[config.mk]
export PLATFORM = sky130hd
export DESIGN_NAME = text_terminal_cursor_engine_top_flat
export DESIGN_NICKNAME = d
export VERILOG_FILES = /design/src/hdl/ttc_pkg.sv /design/src/hdl/ttc_if.sv /design/src/hdl/ttc_ctrl.sv /design/src/hdl/ttc_datapath.sv /design/src/hdl/text_terminal_cursor_engine_top.sv /design/src/flat_wrapper.sv
export SDC_FILE = /design/constraint.sdc
export NUM_CORES = 1
export LEC_CHECK = 0
export BUFFER_PORTS_ARGS = -buffer_cell sky130_fd_sc_hd__buf_2
export CAP_MARGIN = 20
export CELL_PAD_IN_SITES_DETAIL_PLACEMENT = 1
export CELL_PAD_IN_SITES_GLOBAL_PLACEMENT = 2
export CORE_ASPECT_RATIO = 0.7
export CORE_MARGIN = 3
export CORE_UTILIZATION = 46
export CTS_BUF_LIST = sky130_fd_sc_hd__clkbuf_2
export DETAILED_ROUTE_END_ITERATION = 10
export GPL_ROUTABILITY_DRIVEN = 0
export GPL_TIMING_DRIVEN = 1
export PLACE_DENSITY_LB_ADDON = 0.3
export SLEW_MARGIN = 15
export SYNTH_ARGS = -nofsm -noshare
export SYNTH_HDL_FRONTEND = slang
export SYNTH_SLANG_ARGS = --single-unit
[constraint.sdc]
create_clock -name clk -period 12.56 [get_ports clk]
set_input_delay 2.512 -clock clk [delete_from_list [all_inputs] [get_ports clk]]
set_output_delay 2.512 -clock clk [all_outputs]
set_load 0.03 [all_outputs]
[src/hdl/ttc_pkg.sv]
// ============================================================================
// ttc_pkg
// Shared types and constants for the text console cursor engine.
// ============================================================================
`default_nettype none

package ttc_pkg;

    // Character codes with a meaning of their own
    localparam logic [7:0] CHR_CR    = 8'h0D;
    localparam logic [7:0] CHR_LF    = 8'h0A;
    localparam logic [7:0] CHR_TAB   = 8'h09;
    localparam logic [7:0] CHR_BS    = 8'h08;
    localparam logic [7:0] CHR_SPACE = 8'h20;
    localparam logic [7:0] CHR_NONE  = 8'h00;

    // Tab stops fall on multiples of this
    localparam int unsigned TAB_STEP = 8;
    localparam int unsigned TAB_BITS = $clog2(TAB_STEP);

    // Result kinds
    localparam logic OP_DRAW   = 1'b0;
    localparam logic OP_SCROLL = 1'b1;

    // Configuration register indexes
    localparam int unsigned CFG_IDX_W = 3;
    localparam logic [CFG_IDX_W-1:0] REG_NUM_COLS    = 3'd0;
    localparam logic [CFG_IDX_W-1:0] REG_NUM_ROWS    = 3'd1;
    localparam logic [CFG_IDX_W-1:0] REG_CELL_WIDTH  = 3'd2;
    localparam logic [CFG_IDX_W-1:0] REG_CELL_HEIGHT = 3'd3;
    localparam logic [CFG_IDX_W-1:0] REG_LEFT_X      = 3'd4;
    localparam logic [CFG_IDX_W-1:0] REG_TOP_Y       = 3'd5;
    localparam logic [CFG_IDX_W-1:0] REG_LINE_PITCH  = 3'd6;

    // Field widths
    localparam int unsigned CFG_DATA_W = 15;
    localparam int unsigned CHAR_W     = 8;
    localparam int unsigned POS_W      = 8;
    localparam int unsigned CPW_W      = 7;
    localparam int unsigned CPH_W      = 8;
    localparam int unsigned ORG_W      = 12;
    localparam int unsigned PITCH_W    = 15;
    localparam int unsigned ADDR_W     = 30;
    localparam int unsigned Y_W        = POS_W + CPH_W + 1;
    localparam int unsigned XO_W       = POS_W + CPW_W + 1;

    // Reset values of the configuration registers
    localparam logic [POS_W-1:0]   RST_NUM_COLS    = 8'd80;
    localparam logic [POS_W-1:0]   RST_NUM_ROWS    = 8'd30;
    localparam logic [CPW_W-1:0]   RST_CELL_WIDTH  = 7'd16;
    localparam logic [CPH_W-1:0]   RST_CELL_HEIGHT = 8'd32;
    localparam logic [ORG_W-1:0]   RST_LEFT_X      = 12'd0;
    localparam logic [ORG_W-1:0]   RST_TOP_Y       = 12'd0;
    localparam logic [PITCH_W-1:0] RST_LINE_PITCH  = 15'd1280;

    // Controller states
    typedef enum logic [2:0] {
        ST_IDLE,
        ST_STEP,
        ST_DRAW_A,
        ST_DRAW_B,
        ST_SCROLL_A,
        ST_SCROLL_B
    } ttc_state_t;

    // Controller to datapath
    typedef struct packed {
        logic accept;      // latch the incoming character
        logic step;        // update the cursor, latch the draw cell and scroll flag
        logic sel_scroll;  // work on the scroll cell rather than the draw cell
        logic addr_stage;  // load the first address stage
        logic load_out;    // load the result register
        logic last;        // mark the loaded result as the final one
    } ttc_cmd_t;

    // Datapath to controller
    typedef struct packed {
        logic step_draw;    // this character draws a cell (valid in ST_STEP)
        logic step_scroll;  // this character scrolls (valid in ST_STEP)
        logic scroll_pend;  // latched scroll flag
        logic out_free;     // result register can take a new result
    } ttc_status_t;

endpackage

`default_nettype wire

[src/hdl/ttc_if.sv]
// ============================================================================
// ttc_if
// Channel interfaces: character input, result output, configuration writes.
// ============================================================================
`default_nettype none

interface ttc_char_if;
    logic       valid;
    logic       ready;
    logic [7:0] char_code;

    modport source (output valid, output char_code, input ready);
    modport sink   (input valid, input char_code, output ready);
endinterface

interface ttc_result_if;
    logic        valid;
    logic        ready;
    logic        op_kind;
    logic [7:0]  glyph_code;
    logic [7:0]  cell_col;
    logic [7:0]  cell_row;
    logic [29:0] cell_address;
    logic        last;

    modport source (output valid, output op_kind, output glyph_code, output cell_col,
                    output cell_row, output cell_address, output last, input ready);
    modport sink   (input valid, input op_kind, input glyph_code, input cell_col,
                    input cell_row, input cell_address, input last, output ready);
endinterface

interface ttc_cfg_if;
    logic        valid;
    logic        ready;
    logic [2:0]  index;
    logic [14:0] data;

    modport source (output valid, output index, output data, input ready);
    modport sink   (input valid, input index, input data, output ready);
endinterface

`default_nettype wire

[src/hdl/ttc_ctrl.sv]
// ============================================================================
// ttc_ctrl
// Sequencer: accepts a character, steps the cursor, then walks the draw
// and scroll results through the address stages to the result register.
// ============================================================================
`default_nettype none

module ttc_ctrl (
    input  wire logic                 clk,
    input  wire logic                 rst_n,
    input  wire logic                 in_valid,
    output logic                      in_ready,
    input  wire ttc_pkg::ttc_status_t status,
    output ttc_pkg::ttc_cmd_t         cmd
);

    ttc_pkg::ttc_state_t state_reg;
    ttc_pkg::ttc_state_t state_next;

    always_ff @(posedge clk or negedge rst_n)
    begin
        if (!rst_n)
        begin
            state_reg <= ttc_pkg::ST_IDLE;
        end
        else
        begin
            state_reg <= state_next;
        end
    end

    always_comb
    begin
        state_next = state_reg;
        case (state_reg)
            ttc_pkg::ST_IDLE:
            begin
                if (in_valid)
                begin
                    state_next = ttc_pkg::ST_STEP;
                end
            end
            ttc_pkg::ST_STEP:
            begin
                if (status.step_draw)
                begin
                    state_next = ttc_pkg::ST_DRAW_A;
                end
                else if (status.step_scroll)
                begin
                    state_next = ttc_pkg::ST_SCROLL_A;
                end
                else
                begin
                    state_next = ttc_pkg::ST_IDLE;
                end
            end
            ttc_pkg::ST_DRAW_A:
            begin
                state_next = ttc_pkg::ST_DRAW_B;
            end
            ttc_pkg::ST_DRAW_B:
            begin
                if (status.out_free)
                begin
                    state_next = status.scroll_pend ? ttc_pkg::ST_SCROLL_A
                                                    : ttc_pkg::ST_IDLE;
                end
            end
            ttc_pkg::ST_SCROLL_A:
            begin
                state_next = ttc_pkg::ST_SCROLL_B;
            end
            ttc_pkg::ST_SCROLL_B:
            begin
                if (status.out_free)
                begin
                    state_next = ttc_pkg::ST_IDLE;
                end
            end
            default:
            begin
                state_next = ttc_pkg::ST_IDLE;
            end
        endcase
    end

    always_comb
    begin
        in_ready = 1'b0;
        cmd      = '0;
        case (state_reg)
            ttc_pkg::ST_IDLE:
            begin
                in_ready   = 1'b1;
                cmd.accept = in_valid;
            end
            ttc_pkg::ST_STEP:
            begin
                cmd.step = 1'b1;
            end
            ttc_pkg::ST_DRAW_A:
            begin
                cmd.addr_stage = 1'b1;
            end
            ttc_pkg::ST_DRAW_B:
            begin
                cmd.load_out = status.out_free;
                cmd.last     = !status.scroll_pend;
            end
            ttc_pkg::ST_SCROLL_A:
            begin
                cmd.sel_scroll = 1'b1;
                cmd.addr_stage = 1'b1;
            end
            ttc_pkg::ST_SCROLL_B:
            begin
                cmd.sel_scroll = 1'b1;
                cmd.load_out   = status.out_free;
                cmd.last       = 1'b1;
            end
            default:
            begin
                in_ready = 1'b0;
            end
        endcase
    end

endmodule

`default_nettype wire

[src/hdl/ttc_datapath.sv]
// ============================================================================
// ttc_datapath
// Configuration registers, cursor, cursor step logic, two-stage cell address
// computation and the result register.
// ============================================================================
`default_nettype none

module ttc_datapath (
    input  wire logic                                clk,
    input  wire logic                                rst_n,
    // configuration writes
    input  wire logic                                cfg_valid,
    input  wire logic [ttc_pkg::CFG_IDX_W-1:0]       cfg_index,
    input  wire logic [ttc_pkg::CFG_DATA_W-1:0]      cfg_data,
    output logic                                     cfg_ready,
    // character in
    input  wire logic [ttc_pkg::CHAR_W-1:0]          char_code,
    // control
    input  wire ttc_pkg::ttc_cmd_t                   cmd,
    output ttc_pkg::ttc_status_t                     status,
    // result out
    input  wire logic                                out_ready,
    output logic                                     out_valid,
    output logic                                     out_op_kind,
    output logic [ttc_pkg::CHAR_W-1:0]               out_glyph_code,
    output logic [ttc_pkg::POS_W-1:0]                out_cell_col,
    output logic [ttc_pkg::POS_W-1:0]                out_cell_row,
    output logic [ttc_pkg::ADDR_W-1:0]               out_cell_address,
    output logic                                     out_last
);

    localparam int unsigned PW = ttc_pkg::POS_W;

    // configuration
    logic [PW-1:0]                   num_cols_reg;
    logic [PW-1:0]                   num_rows_reg;
    logic [ttc_pkg::CPW_W-1:0]       cell_w_reg;
    logic [ttc_pkg::CPH_W-1:0]       cell_h_reg;
    logic [ttc_pkg::ORG_W-1:0]       left_x_reg;
    logic [ttc_pkg::ORG_W-1:0]       top_y_reg;
    logic [ttc_pkg::PITCH_W-1:0]     pitch_reg;

    // cursor and per-item state
    logic [PW-1:0]                   cur_col_reg;
    logic [PW-1:0]                   cur_row_reg;
    logic [ttc_pkg::CHAR_W-1:0]      code_reg;
    logic [PW-1:0]                   draw_col_reg;
    logic [PW-1:0]                   draw_row_reg;
    logic [ttc_pkg::CHAR_W-1:0]      draw_glyph_reg;
    logic                            scroll_reg;

    // address stages
    logic [ttc_pkg::Y_W-1:0]         y_reg;
    logic [ttc_pkg::XO_W-1:0]        xo_reg;

    // result register
    logic                            out_valid_reg;
    logic                            out_valid_next;
    logic                            op_kind_reg;
    logic [ttc_pkg::CHAR_W-1:0]      glyph_reg;
    logic [PW-1:0]                   col_out_reg;
    logic [PW-1:0]                   row_out_reg;
    logic [ttc_pkg::ADDR_W-1:0]      addr_out_reg;
    logic                            last_out_reg;

    // step logic
    logic [PW-1:0]                   cols_eff;
    logic [PW-1:0]                   rows_eff;
    logic [PW-1:0]                   last_col;
    logic [PW:0]                     col_p1;
    logic [PW:0]                     row_p1;
    logic [PW+1:0]                   tab_stop;
    logic [PW:0]                     ncol;
    logic [PW:0]                     nrow;
    logic                            chk;
    logic                            draw_c;
    logic [PW-1:0]                   draw_col_c;
    logic [ttc_pkg::CHAR_W-1:0]      draw_glyph_c;
    logic                            in_window;
    logic [PW:0]                     wcol;
    logic [PW:0]                     wrow;
    logic                            scroll_c;
    logic [PW-1:0]                   fin_row;

    // address selection
    logic [PW-1:0]                   sel_col;
    logic [PW-1:0]                   sel_row;
    logic [ttc_pkg::POS_W+ttc_pkg::CPH_W-1:0] row_px;
    logic [ttc_pkg::POS_W+ttc_pkg::CPW_W-1:0] col_px;
    logic [ttc_pkg::Y_W+ttc_pkg::PITCH_W-1:0] line_off;

    assign cfg_ready = 1'b1;

    always_ff @(posedge clk or negedge rst_n)
    begin
        if (!rst_n)
        begin
            num_cols_reg <= ttc_pkg::RST_NUM_COLS;
            num_rows_reg <= ttc_pkg::RST_NUM_ROWS;
            cell_w_reg   <= ttc_pkg::RST_CELL_WIDTH;
            cell_h_reg   <= ttc_pkg::RST_CELL_HEIGHT;
            left_x_reg   <= ttc_pkg::RST_LEFT_X;
            top_y_reg    <= ttc_pkg::RST_TOP_Y;
            pitch_reg    <= ttc_pkg::RST_LINE_PITCH;
        end
        else if (cfg_valid)
        begin
            case (cfg_index)
                ttc_pkg::REG_NUM_COLS:    num_cols_reg <= cfg_data[PW-1:0];
                ttc_pkg::REG_NUM_ROWS:    num_rows_reg <= cfg_data[PW-1:0];
                ttc_pkg::REG_CELL_WIDTH:  cell_w_reg   <= cfg_data[ttc_pkg::CPW_W-1:0];
                ttc_pkg::REG_CELL_HEIGHT: cell_h_reg   <= cfg_data[ttc_pkg::CPH_W-1:0];
                ttc_pkg::REG_LEFT_X:      left_x_reg   <= cfg_data[ttc_pkg::ORG_W-1:0];
                ttc_pkg::REG_TOP_Y:       top_y_reg    <= cfg_data[ttc_pkg::ORG_W-1:0];
                ttc_pkg::REG_LINE_PITCH:  pitch_reg    <= cfg_data[ttc_pkg::PITCH_W-1:0];
                default:                  num_cols_reg <= num_cols_reg;
            endcase
        end
    end

    // A window size of zero acts as one
    assign cols_eff = (num_cols_reg == '0) ? PW'(1) : num_cols_reg;
    assign rows_eff = (num_rows_reg == '0) ? PW'(1) : num_rows_reg;
    assign last_col = cols_eff - PW'(1);
    assign col_p1   = {1'b0, cur_col_reg} + (PW+1)'(1);
    assign row_p1   = {1'b0, cur_row_reg} + (PW+1)'(1);
    // next tab stop above col+1
    assign tab_stop = {1'b0, col_p1[PW:ttc_pkg::TAB_BITS], ttc_pkg::TAB_BITS'(0)}
                      + (PW+2)'(ttc_pkg::TAB_STEP);
    assign in_window = (cur_col_reg < cols_eff) && (cur_row_reg < rows_eff);

    always_comb
    begin
        ncol         = {1'b0, cur_col_reg};
        nrow         = {1'b0, cur_row_reg};
        chk          = 1'b0;
        draw_c       = 1'b0;
        draw_col_c   = cur_col_reg;
        draw_glyph_c = code_reg;
        case (code_reg)
            ttc_pkg::CHR_CR:
            begin
                ncol = '0;
            end
            ttc_pkg::CHR_LF:
            begin
                ncol = '0;
                nrow = row_p1;
                chk  = 1'b1;
            end
            ttc_pkg::CHR_TAB:
            begin
                ncol = (tab_stop < {2'b00, last_col}) ? tab_stop[PW:0] : {1'b0, last_col};
                chk  = 1'b1;
            end
            ttc_pkg::CHR_BS:
            begin
                if (cur_col_reg != '0)
                begin
                    ncol         = {1'b0, cur_col_reg - PW'(1)};
                    draw_col_c   = cur_col_reg - PW'(1);
                    draw_glyph_c = ttc_pkg::CHR_SPACE;
                    draw_c       = (draw_col_c < cols_eff) && (cur_row_reg < rows_eff);
                end
            end
            default:
            begin
                draw_c = in_window;
                ncol   = col_p1;
                chk    = 1'b1;
            end
        endcase
    end

    // Position check: wrap the column, then saturate the row with a scroll
    always_comb
    begin
        wcol     = ncol;
        wrow     = nrow;
        scroll_c = 1'b0;
        fin_row  = nrow[PW-1:0];
        if (chk)
        begin
            if (ncol >= {1'b0, cols_eff})
            begin
                wcol = '0;
                wrow = nrow + (PW+1)'(1);
            end
            if (wrow >= {1'b0, rows_eff})
            begin
                scroll_c = 1'b1;
                fin_row  = rows_eff - PW'(1);
            end
            else
            begin
                fin_row = wrow[PW-1:0];
            end
        end
    end

    always_ff @(posedge clk or negedge rst_n)
    begin
        if (!rst_n)
        begin
            cur_col_reg <= '0;
            cur_row_reg <= '0;
            scroll_reg  <= 1'b0;
        end
        else if (cmd.step)
        begin
            cur_col_reg <= wcol[PW-1:0];
            cur_row_reg <= fin_row;
            scroll_reg  <= scroll_c;
        end
    end

    always_ff @(posedge clk)
    begin
        if (cmd.accept)
        begin
            code_reg <= char_code;
        end
        if (cmd.step)
        begin
            draw_col_reg   <= draw_col_c;
            draw_row_reg   <= cur_row_reg;
            draw_glyph_reg <= draw_glyph_c;
        end
    end

    // Address stage one: pixel position of the cell
    assign sel_col = cmd.sel_scroll ? cur_col_reg : draw_col_reg;
    assign sel_row = cmd.sel_scroll ? cur_row_reg : draw_row_reg;
    assign row_px  = sel_row * cell_h_reg;
    assign col_px  = sel_col * cell_w_reg;

    always_ff @(posedge clk)
    begin
        if (cmd.addr_stage)
        begin
            y_reg  <= ttc_pkg::Y_W'(row_px) + ttc_pkg::Y_W'(top_y_reg);
            xo_reg <= ttc_pkg::XO_W'(col_px) + ttc_pkg::XO_W'(left_x_reg);
        end
    end

    // Address stage two: line offset plus column offset, into the result
    assign line_off = y_reg * pitch_reg;

    assign out_valid_next = cmd.load_out ? 1'b1 : (out_ready ? 1'b0 : out_valid_reg);

    always_ff @(posedge clk or negedge rst_n)
    begin
        if (!rst_n)
        begin
            out_valid_reg <= 1'b0;
        end
        else
        begin
            out_valid_reg <= out_valid_next;
        end
    end

    always_ff @(posedge clk)
    begin
        if (cmd.load_out)
        begin
            op_kind_reg  <= cmd.sel_scroll ? ttc_pkg::OP_SCROLL : ttc_pkg::OP_DRAW;
            glyph_reg    <= cmd.sel_scroll ? ttc_pkg::CHR_NONE : draw_glyph_reg;
            col_out_reg  <= sel_col;
            row_out_reg  <= sel_row;
            addr_out_reg <= line_off[ttc_pkg::ADDR_W-1:0]
                            + ttc_pkg::ADDR_W'(xo_reg);
            last_out_reg <= cmd.last;
        end
    end

    assign status.step_draw   = draw_c;
    assign status.step_scroll = scroll_c;
    assign status.scroll_pend = scroll_reg;
    assign status.out_free    = !out_valid_reg || out_ready;

    assign out_valid        = out_valid_reg;
    assign out_op_kind      = op_kind_reg;
    assign out_glyph_code   = glyph_reg;
    assign out_cell_col     = col_out_reg;
    assign out_cell_row     = row_out_reg;
    assign out_cell_address = addr_out_reg;
    assign out_last         = last_out_reg;

endmodule

`default_nettype wire

[src/hdl/text_terminal_cursor_engine_top.sv]
// ============================================================================
// text_terminal_cursor_engine_top
// Text console cursor engine: turns a character stream into cell draw and
// window scroll commands with framebuffer byte offsets.
// ============================================================================
//
//  Channel  | Direction | Transfer carries
//  ---------+-----------+---------------------------------------------------
//  char_in  | in        | char_code
//  cfg      | in        | index (register 0..6), data
//  result   | out       | op_kind, glyph_code, cell_col, cell_row,
//           |           | cell_address, last
//
// Sequence: a character is taken in ST_IDLE and stepped in ST_STEP; it then
// gives no result, one result, or a draw followed by a scroll. Each result
// passes through the address pipeline (cell pixel multiplies, then the
// line-pitch multiply) before it lands in the result register.
// Reset: rst_n clears the cursor to the top-left cell and loads the register
// defaults; no clearing pass, the block takes characters at once.
// Stalls: the result register holds a finished result while the next
// character is taken and stepped; the pipeline waits only when a new result
// would overwrite one not yet transferred.
// The configuration channel is always ready; write it only while idle.
// ============================================================================
`default_nettype none

module text_terminal_cursor_engine_top (
    input  wire logic     clk,
    input  wire logic     rst_n,
    ttc_char_if.sink      char_in,
    ttc_cfg_if.sink       cfg,
    ttc_result_if.source  result
);

    // control and status between the sequencer and the datapath
    ttc_pkg::ttc_cmd_t    cmd;
    ttc_pkg::ttc_status_t status;

    // Sequencer: take a character when idle, then step it through
    ttc_ctrl u_ctrl (
        .clk      (clk),
        .rst_n    (rst_n),
        .in_valid (char_in.valid),
        .in_ready (char_in.ready),
        .status   (status),
        .cmd      (cmd)
    );

    // Datapath: registers, cursor, address pipeline and result register
    ttc_datapath u_dp (
        .clk              (clk),
        .rst_n            (rst_n),
        .cfg_valid        (cfg.valid),
        .cfg_index        (cfg.index),
        .cfg_data         (cfg.data),
        .cfg_ready        (cfg.ready),
        .char_code        (char_in.char_code),
        .cmd              (cmd),
        .status           (status),
        .out_ready        (result.ready),
        .out_valid        (result.valid),
        .out_op_kind      (result.op_kind),
        .out_glyph_code   (result.glyph_code),
        .out_cell_col     (result.cell_col),
        .out_cell_row     (result.cell_row),
        .out_cell_address (result.cell_address),
        .out_last         (result.last)
    );

endmodule

`default_nettype wire

[src/flat_wrapper.sv]
// flat-port wrapper written by rule: the top's interface ports become plain ports
module text_terminal_cursor_engine_top_flat 
  (clk, rst_n, char_in_valid, char_in_char_code, char_in_ready, cfg_valid, cfg_index, cfg_data, cfg_ready, result_valid, result_op_kind, result_glyph_code, result_cell_col, result_cell_row, result_cell_address, result_last, result_ready);
  ttc_char_if char_in_i ();
  ttc_cfg_if cfg_i ();
  ttc_result_if result_i ();
  input  wire logic clk;
  input  wire logic rst_n;
  input wire logic [$bits(char_in_i.valid)-1:0] char_in_valid;
  input wire logic [$bits(char_in_i.char_code)-1:0] char_in_char_code;
  output wire logic [$bits(char_in_i.ready)-1:0] char_in_ready;
  input wire logic [$bits(cfg_i.valid)-1:0] cfg_valid;
  input wire logic [$bits(cfg_i.index)-1:0] cfg_index;
  input wire logic [$bits(cfg_i.data)-1:0] cfg_data;
  output wire logic [$bits(cfg_i.ready)-1:0] cfg_ready;
  output wire logic [$bits(result_i.valid)-1:0] result_valid;
  output wire logic [$bits(result_i.op_kind)-1:0] result_op_kind;
  output wire logic [$bits(result_i.glyph_code)-1:0] result_glyph_code;
  output wire logic [$bits(result_i.cell_col)-1:0] result_cell_col;
  output wire logic [$bits(result_i.cell_row)-1:0] result_cell_row;
  output wire logic [$bits(result_i.cell_address)-1:0] result_cell_address;
  output wire logic [$bits(result_i.last)-1:0] result_last;
  input wire logic [$bits(result_i.ready)-1:0] result_ready;
  assign char_in_i.valid = char_in_valid;
  assign char_in_i.char_code = char_in_char_code;
  assign char_in_ready = char_in_i.ready;
  assign cfg_i.valid = cfg_valid;
  assign cfg_i.index = cfg_index;
  assign cfg_i.data = cfg_data;
  assign cfg_ready = cfg_i.ready;
  assign result_valid = result_i.valid;
  assign result_op_kind = result_i.op_kind;
  assign result_glyph_code = result_i.glyph_code;
  assign result_cell_col = result_i.cell_col;
  assign result_cell_row = result_i.cell_row;
  assign result_cell_address = result_i.cell_address;
  assign result_last = result_i.last;
  assign result_i.ready = result_ready;
  text_terminal_cursor_engine_top u_core (.clk(clk), .rst_n(rst_n), .char_in(char_in_i), .cfg(cfg_i), .result(result_i));
endmodule
==> impl_results.md <==
* FP Rows at 67
* Placed insts at about 3000
* Synthesized net count at between 2000 and 3000
* Final period util at around two thirds
* Hold Vio Cnt, Final at 0
* Root Driver: clkbuf_2
* R2R Path Start: u_core.u_dp.num_cols_reg[5]
* Nets at slightly below 3000
* Pins Over Slew Limit at 0
* Post-route cell area at 24600 µm²
* Most common cell after layout, fill and taps aside: inv_1
* CP max stage cell: a311oi_1
* Die width at between 200 and 300 µm
* Max reg flops at 30
* Post-CTS Setup Repair Bufs at 0
* Vias post-DR at approximately 17000
* DP Wirelength at between 50000 and 60000 µm
* DR vias/cell at 5.44
* Status: completed
* Post-DRT Antenna Nets at 0
* Register-to-register setup slack at approximately 4.4 ns
* CTS tree: yes
* Starting density of the core at between 40% and 50%
* Detailed Route Iter0 Violations at approximately 1100
* RSZ-0062 raised after global routing: no
* First-pass GRT wire length at 105000 µm
* Worst Setup Path Type: flop to flop
* Mean routed wirelength per cell at about 21 µm
* Slew HR at a little under two fifths
* Total of cells resized after clock tree synthesis at 0
* # H-tree levels at 2
* Most frequent cells in the layout: inv_1 (406), nand2_1 (353), fa_1 (296)
* Finished Layout Cells at 3100
* CTS Sinks at about 210
* CTS buffer count at slightly below 60
* Final setup TNS at 0 ns
* Hold path startpoint: u_core.u_dp.top_y_reg[4]
* Clk_skew at ~0.17 ns
* Clock slew at reported path FFs at around 0.11 ns
* Clk Latency, worst-skew pair at between 1 and 1.5 ns
* Worst-Margin Slew at 0.944 ns
* Synth top area share at about a quarter
* Syn-to-layout area delta at 6.78%
* Max Cap Viol at 0
* Largest net degree at the start of global routing at 55
* Port buffer count at 88
* Asr flop ratio synth at 42.9%
* Yosys warns at 0
* DRC viols at 0
* Cells on Worst Hold Path at 1
* Worst reg2reg path endpoint: u_core.u_dp.cur_row_reg[1]
* Final min period at around 8.2 ns
* Critical path required time at about 13 ns
* Cell count after synthesis at 2329
* Final wirelength at ~64000 µm
* Placed cell area at ~24000 µm²
* Flops & latches, synth at 212
* Area leader, netlist: fa_1
* Main synth FF type: edfxtp_1
* Cell Area, Synth at around 23000 µm²
* GRT Total Usage at 25.2%
* Vias in the first global route at between 15000 and 20000
* Reg2reg path depth at 31
* Die Y at 193 µm
* CP most frequent cell: ha_1
* Multi-input logic area at 15200 µm²
* Ratio of cells with drive above 1 in the final layout at 11.4%
* Global route overflow at 0
* Core footprint at slightly below 50000 µm²
* CTS Hold Bufs at 0
* Syn avg cell area at 9.89 µm²
* Register area at between 5000 and 6000 µm²
* Largest stage delay, worst path at 0.71 ns
* First drt pass iteration count at 5
* Maximum clock rate at 122 MHz
* Hold Path Class: flop to flop
* Hold endpoint: u_core.u_dp.top_y_reg[4]
* Fillers at between 5000 and 6000
* Crit path DAT at roughly 9.1 ns
* Synth unique cells at 78
* Top post-synthesis cells by area: fa_1 (26%), edfxtp_1 (16%), ha_1 (12%)
* Endpoints failing setup at 0
* CP startpoint kind: flop
* Max clock buf depth at 3
* Initial antenna violation count at 7
* IO Count at 90
* CP endpoint kind: flop
* Die area at roughly 53000 µm²
* Seq/Total Area, Yosys at 25.7%
* Number of synthesized flops with an enable pin at about 120
* Worst-path fanout max at 11
==> worst max path at each step <==
stage	startpoint	to	slack (ns)	cells after the start
global route	u_core.u_dp.num_cols_reg[5]	u_core.u_dp.cur_row_reg[1]	3.76	31
CTS	u_core.u_dp.num_cols_reg[3]	u_core.u_dp.cur_row_reg[1]	4.46	31
floorplan	u_core.u_dp.num_cols_reg[5]	u_core.u_dp.cur_row_reg[4]	5.60	32
global placement	u_core.u_dp.num_cols_reg[5]	u_core.u_dp.cur_row_reg[1]	4.69	31
finish	u_core.u_dp.num_cols_reg[5]	u_core.u_dp.cur_row_reg[1]	4.38	31
detailed placement	u_core.u_dp.num_cols_reg[3]	u_core.u_dp.cur_row_reg[1]	4.40	31
==> per-layer routing <==
layer | GRT usage (%) | routed length, µm | share of wire (%) | vias to the layer above
met2 | 37.8 | 27400 | 43 | 430
met3 | 4.62 | 4070 | 6.4 | 73
met5 | 0 | 0 | 0 | -
met4 | 5.29 | 1070 | 1.7 | 0
li1 | - | - | - | 7615
met1 | 38.0 | 31100 | 49 | 8738
==> worst max-delay path: cells and delay by family, from the launching register on <==
family / cells / cell delay (ns)
AND/OR/NAND/NOR: 5 / 1.42
buffers and inverters: 1 / 0.19
multiplexers: 2 / 0.68
flip-flops: 1 / 0.43
AO/OA/AOI/OAI: 17 / 3.91
XOR/XNOR: 2 / 0.35
adder cells (fa/ha/maj): 4 / 1.15
==> cells in the mapped netlist, types with 8 or more instances <==
master    instances
a211oi_1         12
a21o_1           22
a21oi_1          63
and2_1          161
and3_1           10
buf_1            11
clkbuf_1         77
dfrtp_1          81
dfstp_2          10
edfxtp_1        121
fa_1            296
ha_1            223
inv_1           406
mux2_2           55
nand2_1         353
nand2b_1          9
nand3_1          22
nand4_1          13
nor2_1           39
nor2b_1          20
nor3_1           25
o21a_1           11
o21ai_0          58
o21bai_1          8
or3_1            10
xnor2_1          66
xor2_1           21
==> cell families (layout without fill, tap and decap cells) <==
logic type | count (synthesis) | in the layout | share of synthesized area, %
XOR/XNOR | 88 | 88 | 3.38
AND/OR/NAND/NOR | 697 | 697 | 14.7
AO/OA/AOI/OAI | 247 | 247 | 7.02
multiplexers | 62 | 62 | 2.99
other | 1 | 4 | 0.0163
adder cells (fa/ha/maj) | 519 | 519 | 37.8
flip-flops | 212 | 212 | 25.7
buffers and inverters | 503 | 616 | 8.28
==> metrics by stage <==
step                      setup WS, ns  hold WS, ns  utilization, %
after floorplan                   5.60        0.449               -
after detailed placement          4.40        0.496            49.4
final                             4.38        0.521            50.6
after global routing              3.76        0.531            50.6
after CTS                         4.46        0.521            50.5
after global placement            4.69        0.490            49.4
==> final cells by class <==
| class | count | share of cell area (%) |
|---|---|---|
| Multi-Input combinational cell | 1614 | 61.9 |
| Sequential cell | 212 | 24.1 |
| Inverter | 407 | 6.21 |
| Tap cell | 655 | 3.33 |
| Timing Repair Buffer | 99 | 2.21 |
| Clock buffer | 91 | 1.85 |
| Clock inverter | 19 | 0.361 |
| Antenna cell | 3 | 0.0305 |
Power is not shown: default switching activity piles up to over one toggle a cycle in this logic, so the estimate is an artifact.
